### src/sv/pead_pkg.sv
// ----------------------------------------------------------------------------
// Plateau-aware extrema detector package
// Shared widths, mode codes, level counter codes and the stage control type.
// ----------------------------------------------------------------------------
package pead_pkg;

    localparam int SAMPLE_WIDTH_DEF = 32;
    localparam int COORD_W          = 31;
    localparam int ID_W             = 16;
    localparam int MODE_W           = 2;
    localparam int SEEN_W           = 2;

    localparam logic [MODE_W-1:0] KEEP_ALL      = 2'd0;
    localparam logic [MODE_W-1:0] KEEP_DROP_MIN = 2'd1;
    localparam logic [MODE_W-1:0] KEEP_DROP_MAX = 2'd2;

    localparam logic [SEEN_W-1:0] SEEN_NONE = 2'd0;
    localparam logic [SEEN_W-1:0] SEEN_ONE  = 2'd1;
    localparam logic [SEEN_W-1:0] SEEN_TWO  = 2'd2;

    typedef struct packed {
        logic valid;
        logic record_start;
    } stage_ctl_t;

endpackage

### src/sv/pead_in_stage.sv
// ----------------------------------------------------------------------------
// Input register stage
// Captures one sample transfer and holds it until the core consumes it.
// ----------------------------------------------------------------------------
module pead_in_stage #(
    parameter int SAMPLE_WIDTH = pead_pkg::SAMPLE_WIDTH_DEF
) (
    input  logic                                 clk,
    input  logic                                 rst_n,
    input  logic                                 sample_valid,
    output logic                                 sample_ready,
    input  logic signed [SAMPLE_WIDTH-1:0]       sample_value,
    input  logic        [pead_pkg::COORD_W-1:0]  coordinate,
    input  logic        [pead_pkg::ID_W-1:0]     sequence_id,
    input  logic                                 record_start,
    input  logic                                 advance,
    output pead_pkg::stage_ctl_t                 stage_ctl,
    output logic signed [SAMPLE_WIDTH-1:0]       stage_value,
    output logic        [pead_pkg::COORD_W-1:0]  stage_coord,
    output logic        [pead_pkg::ID_W-1:0]     stage_id
);
    import pead_pkg::*;

    logic                       valid_reg;
    logic                       valid_next;
    logic                       start_reg;
    logic signed [SAMPLE_WIDTH-1:0] value_reg;
    logic [COORD_W-1:0]         coord_reg;
    logic [ID_W-1:0]            id_reg;
    logic                       load;

    assign sample_ready = !valid_reg || advance;
    assign load         = sample_valid && sample_ready;

    always_comb
    begin
        valid_next = valid_reg;
        if (load)
        begin
            valid_next = 1'b1;
        end
        else if (advance)
        begin
            valid_next = 1'b0;
        end
    end

    always_ff @(posedge clk or negedge rst_n)
    begin
        if (!rst_n)
        begin
            valid_reg <= 1'b0;
        end
        else
        begin
            valid_reg <= valid_next;
        end
    end

    always_ff @(posedge clk)
    begin
        if (load)
        begin
            value_reg <= sample_value;
            coord_reg <= coordinate;
            id_reg    <= sequence_id;
            start_reg <= record_start;
        end
    end

    assign stage_ctl.valid        = valid_reg;
    assign stage_ctl.record_start = start_reg;
    assign stage_value            = value_reg;
    assign stage_coord            = coord_reg;
    assign stage_id               = id_reg;

endmodule

### src/sv/pead_core.sv
// ----------------------------------------------------------------------------
// Extrema decision core
// Tracks the plateau state, classifies each sample and holds the result.
// ----------------------------------------------------------------------------
module pead_core #(
    parameter int SAMPLE_WIDTH = pead_pkg::SAMPLE_WIDTH_DEF
) (
    input  logic                                 clk,
    input  logic                                 rst_n,
    input  logic                                 cfg_wr_en,
    input  logic        [pead_pkg::MODE_W-1:0]   cfg_wr_data,
    input  pead_pkg::stage_ctl_t                 stage_ctl,
    input  logic signed [SAMPLE_WIDTH-1:0]       stage_value,
    input  logic        [pead_pkg::COORD_W-1:0]  stage_coord,
    input  logic        [pead_pkg::ID_W-1:0]     stage_id,
    output logic                                 advance,
    output logic                                 result_valid,
    input  logic                                 result_ready,
    output logic        [pead_pkg::COORD_W-1:0]  extremum_position,
    output logic signed [SAMPLE_WIDTH-1:0]       extremum_value,
    output logic                                 is_maximum,
    output logic        [pead_pkg::ID_W-1:0]     out_sequence_id
);
    import pead_pkg::*;

    logic [MODE_W-1:0]              mode_reg;
    logic [SEEN_W-1:0]              seen_reg;
    logic [SEEN_W-1:0]              seen_next;
    logic signed [SAMPLE_WIDTH-1:0] before_value_reg;
    logic signed [SAMPLE_WIDTH-1:0] before_value_next;
    logic signed [SAMPLE_WIDTH-1:0] plateau_value_reg;
    logic signed [SAMPLE_WIDTH-1:0] plateau_value_next;
    logic [COORD_W-1:0]             before_coord_reg;
    logic [COORD_W-1:0]             before_coord_next;
    logic [COORD_W-1:0]             last_coord_reg;
    logic [COORD_W-1:0]             last_coord_next;
    logic                           out_valid_reg;
    logic                           out_valid_next;
    logic [COORD_W-1:0]             pos_reg;
    logic signed [SAMPLE_WIDTH-1:0] val_reg;
    logic                           max_reg;
    logic [ID_W-1:0]                id_reg;

    logic               opens_record;
    logic               extends_plateau;
    logic               peak;
    logic               trough;
    logic               emit;
    logic [COORD_W:0]   coord_sum;

    assign advance = stage_ctl.valid && (!out_valid_reg || result_ready);

    assign opens_record    = stage_ctl.record_start || (seen_reg == SEEN_NONE);
    assign extends_plateau = (stage_value == plateau_value_reg);
    assign peak   = (plateau_value_reg > before_value_reg) && (plateau_value_reg > stage_value);
    assign trough = (plateau_value_reg < before_value_reg) && (plateau_value_reg < stage_value);
    assign emit   = !opens_record && !extends_plateau && (seen_reg == SEEN_TWO)
                    && ((peak && (mode_reg != KEEP_DROP_MAX))
                        || (trough && (mode_reg != KEEP_DROP_MIN)));
    assign coord_sum = {1'b0, before_coord_reg} + {1'b0, stage_coord};

    always_comb
    begin
        seen_next          = seen_reg;
        before_value_next  = before_value_reg;
        plateau_value_next = plateau_value_reg;
        before_coord_next  = before_coord_reg;
        last_coord_next    = last_coord_reg;
        if (advance)
        begin
            priority if (opens_record)
            begin
                seen_next          = SEEN_ONE;
                before_value_next  = stage_value;
                plateau_value_next = stage_value;
                before_coord_next  = stage_coord;
                last_coord_next    = stage_coord;
            end
            else if (extends_plateau)
            begin
                last_coord_next = stage_coord;
            end
            else
            begin
                seen_next          = SEEN_TWO;
                before_value_next  = plateau_value_reg;
                plateau_value_next = stage_value;
                before_coord_next  = last_coord_reg;
                last_coord_next    = stage_coord;
            end
        end
    end

    always_comb
    begin
        out_valid_next = out_valid_reg;
        if (advance)
        begin
            out_valid_next = emit;
        end
        else if (result_ready)
        begin
            out_valid_next = 1'b0;
        end
    end

    always_ff @(posedge clk or negedge rst_n)
    begin
        if (!rst_n)
        begin
            mode_reg          <= KEEP_ALL;
            seen_reg          <= SEEN_NONE;
            before_value_reg  <= '0;
            plateau_value_reg <= '0;
            before_coord_reg  <= '0;
            last_coord_reg    <= '0;
            out_valid_reg     <= 1'b0;
        end
        else
        begin
            if (cfg_wr_en)
            begin
                mode_reg <= cfg_wr_data;
            end
            seen_reg          <= seen_next;
            before_value_reg  <= before_value_next;
            plateau_value_reg <= plateau_value_next;
            before_coord_reg  <= before_coord_next;
            last_coord_reg    <= last_coord_next;
            out_valid_reg     <= out_valid_next;
        end
    end

    always_ff @(posedge clk)
    begin
        if (advance && emit)
        begin
            pos_reg <= coord_sum[COORD_W:1];
            val_reg <= plateau_value_reg;
            max_reg <= peak;
            id_reg  <= stage_id;
        end
    end

    assign result_valid      = out_valid_reg;
    assign extremum_position = pos_reg;
    assign extremum_value    = val_reg;
    assign is_maximum        = max_reg;
    assign out_sequence_id   = id_reg;

endmodule

### src/sv/plateau_aware_extrema_detector_unit.sv
// ----------------------------------------------------------------------------
// Plateau-aware extrema detector
// Streams samples and reports local maxima and minima of plateaus.
// ----------------------------------------------------------------------------
// Samples arrive on the sample channel (sample_valid/sample_ready) with their
// coordinate, sequence id and record start flag. Each transfer may produce at
// most one extremum on the result channel (result_valid/result_ready).
// A sample is registered in the input stage, and the core registers a result
// when it advances past the sample that closed the plateau. One sample is
// taken every cycle while the result side keeps up; the rate is set by the
// single compare and state update stage. The user must write the keep mode
// register via cfg_wr_en/cfg_wr_data only while the block is idle; the block
// does not enforce it. Reset clears the mode to keep all extrema, empties both
// registers and forgets the plateau, so the first sample starts a record. When
// the receiver stalls, the result is held, one more sample may wait in the
// input register, and sample_ready then drops until the result moves.
// ----------------------------------------------------------------------------
module plateau_aware_extrema_detector_unit #(
    parameter int SAMPLE_WIDTH = pead_pkg::SAMPLE_WIDTH_DEF
) (
    input  logic                                 clk,
    input  logic                                 rst_n,
    input  logic                                 cfg_wr_en,
    input  logic        [pead_pkg::MODE_W-1:0]   cfg_wr_data,
    input  logic                                 sample_valid,
    output logic                                 sample_ready,
    input  logic signed [SAMPLE_WIDTH-1:0]       sample_value,
    input  logic        [pead_pkg::COORD_W-1:0]  coordinate,
    input  logic        [pead_pkg::ID_W-1:0]     sequence_id,
    input  logic                                 record_start,
    output logic                                 result_valid,
    input  logic                                 result_ready,
    output logic        [pead_pkg::COORD_W-1:0]  extremum_position,
    output logic signed [SAMPLE_WIDTH-1:0]       extremum_value,
    output logic                                 is_maximum,
    output logic        [pead_pkg::ID_W-1:0]     out_sequence_id
);
    import pead_pkg::*;

    stage_ctl_t                     stage_ctl;
    logic signed [SAMPLE_WIDTH-1:0] stage_value;
    logic [COORD_W-1:0]             stage_coord;
    logic [ID_W-1:0]                stage_id;
    logic                           advance;

    pead_in_stage #(
        .SAMPLE_WIDTH (SAMPLE_WIDTH)
    ) u_in_stage (
        .clk          (clk),
        .rst_n        (rst_n),
        .sample_valid (sample_valid),
        .sample_ready (sample_ready),
        .sample_value (sample_value),
        .coordinate   (coordinate),
        .sequence_id  (sequence_id),
        .record_start (record_start),
        .advance      (advance),
        .stage_ctl    (stage_ctl),
        .stage_value  (stage_value),
        .stage_coord  (stage_coord),
        .stage_id     (stage_id)
    );

    pead_core #(
        .SAMPLE_WIDTH (SAMPLE_WIDTH)
    ) u_core (
        .clk               (clk),
        .rst_n             (rst_n),
        .cfg_wr_en         (cfg_wr_en),
        .cfg_wr_data       (cfg_wr_data),
        .stage_ctl         (stage_ctl),
        .stage_value       (stage_value),
        .stage_coord       (stage_coord),
        .stage_id          (stage_id),
        .advance           (advance),
        .result_valid      (result_valid),
        .result_ready      (result_ready),
        .extremum_position (extremum_position),
        .extremum_value    (extremum_value),
        .is_maximum        (is_maximum),
        .out_sequence_id   (out_sequence_id)
    );

endmodule

### config.mk
export PLATFORM = sky130hd
export DESIGN_NAME = plateau_aware_extrema_detector_unit
export DESIGN_NICKNAME = d
export VERILOG_FILES = /design/src/sv/pead_pkg.sv /design/src/sv/pead_in_stage.sv /design/src/sv/pead_core.sv /design/src/sv/plateau_aware_extrema_detector_unit.sv
export SDC_FILE = /design/constraint.sdc
export NUM_CORES = 1
export LEC_CHECK = 0
export ABC_AREA = 1
export BUFFER_PORTS_ARGS = -buffer_cell sky130_fd_sc_hd__buf_4
export CORE_ASPECT_RATIO = 1.75
export CORE_UTILIZATION = 60
export CTS_CLUSTER_SIZE = 30
export DETAILED_ROUTE_END_ITERATION = 6
export GPL_TIMING_DRIVEN = 0
export PLACE_DENSITY = 0.91
export SYNTH_ARGS = -nofsm -noshare
export SYNTH_HDL_FRONTEND = slang
export SYNTH_SLANG_ARGS = --single-unit
### constraint.sdc
create_clock -name clk -period 8.1 [get_ports clk]
set_input_delay 0.405 -clock clk [delete_from_list [all_inputs] [get_ports clk]]
set_output_delay 0.405 -clock clk [all_outputs]
set_load 0.02 [all_outputs]
==> flow_summary_export.csv <==
group,metric,value,unit
hold_path,holdCritStartpoint,"sample_value[25]",
clocking,htreeDepth,1,
timing,tightest_slew,0.778,ns
global_routing,grt_first_pass_wirelength,51100,um
floorplanning,io-pin-count,169,
placed_design,placed_cells,1668,
detailed_routing,drtPass1Iterations,5,
power,comb_power_share,22.9,%
logic_synthesis,synth-async-reset-ratio,45.2,%
floorplanning,dieWidth,116,um
clocking,clk-insertion-delay-late,0.54,ns
detailed_routing,drc,0,
global_routing,grt_antenna_before_repair,0,
timing,grt_setup_unrepaired,"no",
logic_synthesis,synth_common_cells,"nand2_1 (236), edfxtp_1 (160), inv_1 (143)",
timing,setup_slack,4.95,ns
hold_path,hold_depth,1,
placed_design,post-dp-hpwl,22700,um
placed_design,dpl-instance-area,0.0154,mm2
floorplanning,die_area,0.0234,mm2
run,cap_violations,0,
logic_synthesis,synthAdderAreaFrac,8.75,%
timing,slew_viol_final,0,
logic_synthesis,postSynthAreaPerCell,11.4,um2
timing,setup_violations,0,
detailed_routing,vias,9821,
power,finalPower,4.08,mW
logic_synthesis,synth_top_area_share,35.1,%
logic_synthesis,yosys_warnings,0,
critical_path,endpoint_kind,"flop",
critical_path,reg2reg_slack,4.95,ns
clocking,cts_root_buf,"clkbuf_16",
floorplanning,start_util,61.5,%
logic_synthesis,synth_xor_area_share,1.54,%
timing,hold_violations,0,
floorplanning,rows,72,
timing,fmaxAchievable,318,MHz
clocking,cts_buffers,26,
critical_path,worstPathArrival,3.36,ns
timing,period_share,38.9,%
outcome,outcome,"complete, no violations",
logic_synthesis,syn_inst,1201,
critical_path,path_class,"reg -> reg",
power,p_per_area,250,mW/mm2
power,p_int,2.87,mW
cells_and_area,drive_above_1_share,21.8,%
logic_synthesis,synthMuxAreaShare,0.0823,%
placed_design,dp_slack,5.01,ns
floorplanning,die_h,202,um
global_routing,grt-ovfl-total,0,
power,p_sw,1.21,mW
detailed_routing,routedWlPerCell,18.6,um
logic_synthesis,ys.flop_type,"edfxtp_1",
logic_synthesis,syn-cell-area,0.0137,mm2
logic_synthesis,synthSimpleGateAreaFrac,11.8,%
cells_and_area,final_util,73.3,%
power,ir_drop,193,uV
global_routing,grt_pass1_vias,10600,
cells_and_area,area_growth,19.3,%
detailed_routing,wirelength,31900,um
detailed_routing,drt_iter0_drc,644,
cells_and_area,fin_area,0.0163,mm2
cells_and_area,diodes,0,
clocking,cts_tree,"yes",
power,p_seq_share,45.0,%
logic_synthesis,synth_edf_count,160,
placed_design,gp_congestion,0.907,
timing,whs,0.0363,ns
critical_path,setup.worst_path.start_class,"flop",
global_routing,grt_util_all_layers,28.6,%
hold_path,min_path_type,"in -> reg",
timing,skew,0.0164,ns
placed_design,port_buffers,168,
logic_synthesis,synth_top_area_cell,"edfxtp_1",
logic_synthesis,yosysMostFrequentCell,"nand2_1",
clocking,cts_buffer_depth,3,
cells_and_area,layoutNonFillerInstCount,1717,
critical_path,crit-reg2reg-launch,"u_core.plateau_value_reg[25]$_DFFE_PN0P_",
detailed_routing,ant_nets,0,
logic_synthesis,synth-seq-cells,292,
clocking,path_clk_slew,0.07,ns
logic_synthesis,seq_area_frac_synth,59.3,%
detailed_routing,viasPerCell,5.72,
logic_synthesis,synth_top_family_by_area,"compound AO/OA/AOI/OAI gates",
floorplanning,core-area,0.0223,mm2
critical_path,reg2reg_to,"u_core.extremum_position[8]$_DFFE_PP_",
timing,finalSetupTns,0,ns
clocking,clock-sinks,292,
hold_path,holdPathEnd,"u_in_stage.stage_value[25]$_DFFE_PP_",
power,power.share.switching,29.7,%
global_routing,grt_max_degree,92,
logic_synthesis,synth_compound_gate_area_share,13.0,%
logic_synthesis,yosys.cell_types.count,44,
power,p_leak,7.22,nW
critical_path,worst-endpoint-required,8.31,ns
logic_synthesis,synth_area_leaders,"edfxtp_1 (35%), dfrtp_1 (24%), ha_1 (8.6%)",
clocking,post_cts_buffers,0,
timing,finalCriticalPeriod,3.15,ns
power,pwr-share-clk,32.1,%
logic_synthesis,syn_nets,1383,
cells_and_area,final_nets,1583,
critical_path,reg2reg_depth,15,
critical_path,cp_max_fo,44,
timing,slew_headroom,48.2,%
-- layout make-up --
type                    instances  area [um2]
well taps                     296         370
plain buffers                  36         219
clock inverters                17         218
multi-input cells             729        4810
fillers                      1475        5940
inverters                     144         546
flip-flops and latches        292        8110
clock buffers                  31         691
repair buffers                172        1360
-- critical path, stage by stage (launching register included) --
cell and delay [ns]:
dfrtp_1 0.45, ha_1 0.35, a21oi_1 0.18, o21ai_0 0.11, nand2_1 0.07, nand2_1 0.04, a21oi_1 0.28, nand2_1 0.10
nand2_1 0.06, nand2_1 0.08, nor2_1 0.09, nand2_1 0.06, nand2_1 0.06, nand2_1 0.10, inv_4 0.44, buf_16 0.31
-- kinds of logic (layout without fill, tap and decap cells) --
| group | count (synthesis) | count (layout) |
|---|---|---|
| AOI/OAI and AO/OA | 249 | 249 |
| and+or+nand+nor | 360 | 360 |
| adders and majority gates | 95 | 95 |
| muxes | 1 | 1 |
| buffers and inverters | 180 | 400 |
| xor gates and xnor gates | 24 | 24 |
| DFF | 292 | 292 |
-- layer usage --
| metal | wire (um) | global-route usage [%] | up-vias | part of all wire [%] |
|---|---|---|---|---|
| met5 | 0 | 0 | - | 0 |
| met4 | 1810 | 17.4 | 0 | 5.7 |
| met3 | 1320 | 3.77 | 127 | 4.1 |
| met2 | 17400 | 52.6 | 339 | 55 |
| met1 | 11400 | 30.0 | 4746 | 36 |
| li1 | - | - | 4609 | - |
-- worst max-delay path by stage --
stage          slack, ns  depth (start not counted)                                      from                                     end
6_report            4.95                         15  u_core.plateau_value_reg[25]$_DFFE_PN0P_   u_core.extremum_position[8]$_DFFE_PP_
4_1_cts             4.98                         15  u_core.plateau_value_reg[25]$_DFFE_PN0P_   u_core.extremum_position[8]$_DFFE_PP_
3_5_place_dp        5.01                         17  u_core.plateau_value_reg[17]$_DFFE_PN0P_  u_core.extremum_position[18]$_DFFE_PP_
5_1_grt             4.76                         17  u_core.plateau_value_reg[17]$_DFFE_PN0P_   u_core.extremum_position[8]$_DFFE_PP_
2_1_floorplan       4.50                         14  u_core.plateau_value_reg[21]$_DFFE_PN0P_   u_core.extremum_position[0]$_DFFE_PP_
3_3_place_gp        3.37                         13  u_core.plateau_value_reg[31]$_DFFE_PN0P_    u_core.out_sequence_id[11]$_DFFE_PP_
-- repair_timing --
item / in CTS / in global routing
hold endpoints to repair: 41 / 0
gates resized for setup: 0 / 0
hold buffers: 1 / 0
-- cell usage in the layout (no fill, tap or decap), types with 3 or more instances in the layout --
| master | instances |
|---|---|
| nor4_1 | 3 |
| buf_1 | 6 |
| clkbuf_1 | 12 |
| buf_6 | 8 |
| o21ai_2 | 3 |
| xor2_1 | 15 |
| buf_16 | 3 |
| a21o_1 | 6 |
| nand2_2 | 3 |
| o21ai_1 | 23 |
| nand2_1 | 236 |
| dfrtp_1 | 132 |
| clkinvlp_4 | 4 |
| buf_2 | 10 |
| nor2_1 | 49 |
| o21ai_0 | 67 |
| inv_1 | 141 |
| nand4_1 | 8 |
| nor3_1 | 8 |
| o221ai_1 | 33 |
| o21a_1 | 9 |
| nand3_1 | 21 |
| clkinv_2 | 6 |
| ha_1 | 94 |
| nand3_2 | 27 |
| o221ai_2 | 31 |
| clkbuf_16 | 27 |
| a21oi_2 | 3 |
| bufinv_16 | 5 |
| buf_4 | 172 |
| a21oi_1 | 64 |
| edfxtp_1 | 160 |
| xnor2_1 | 9 |
-- power groups by stage --
stage / clock network, mW / registers [mW] / logic, mW
6_report: 1.31 / 1.84 / 0.935
5_1_grt: 1.38 / 1.85 / 1.04
4_1_cts: 1.33 / 1.83 / 0.929
3_5_place_dp: 0 / 1.86 / 0.912
3_3_place_gp: 0 / 1.86 / 0.875
2_1_floorplan: 0 / 1.85 / 0.634
Note: power is estimated with default switching activity, not from simulation.
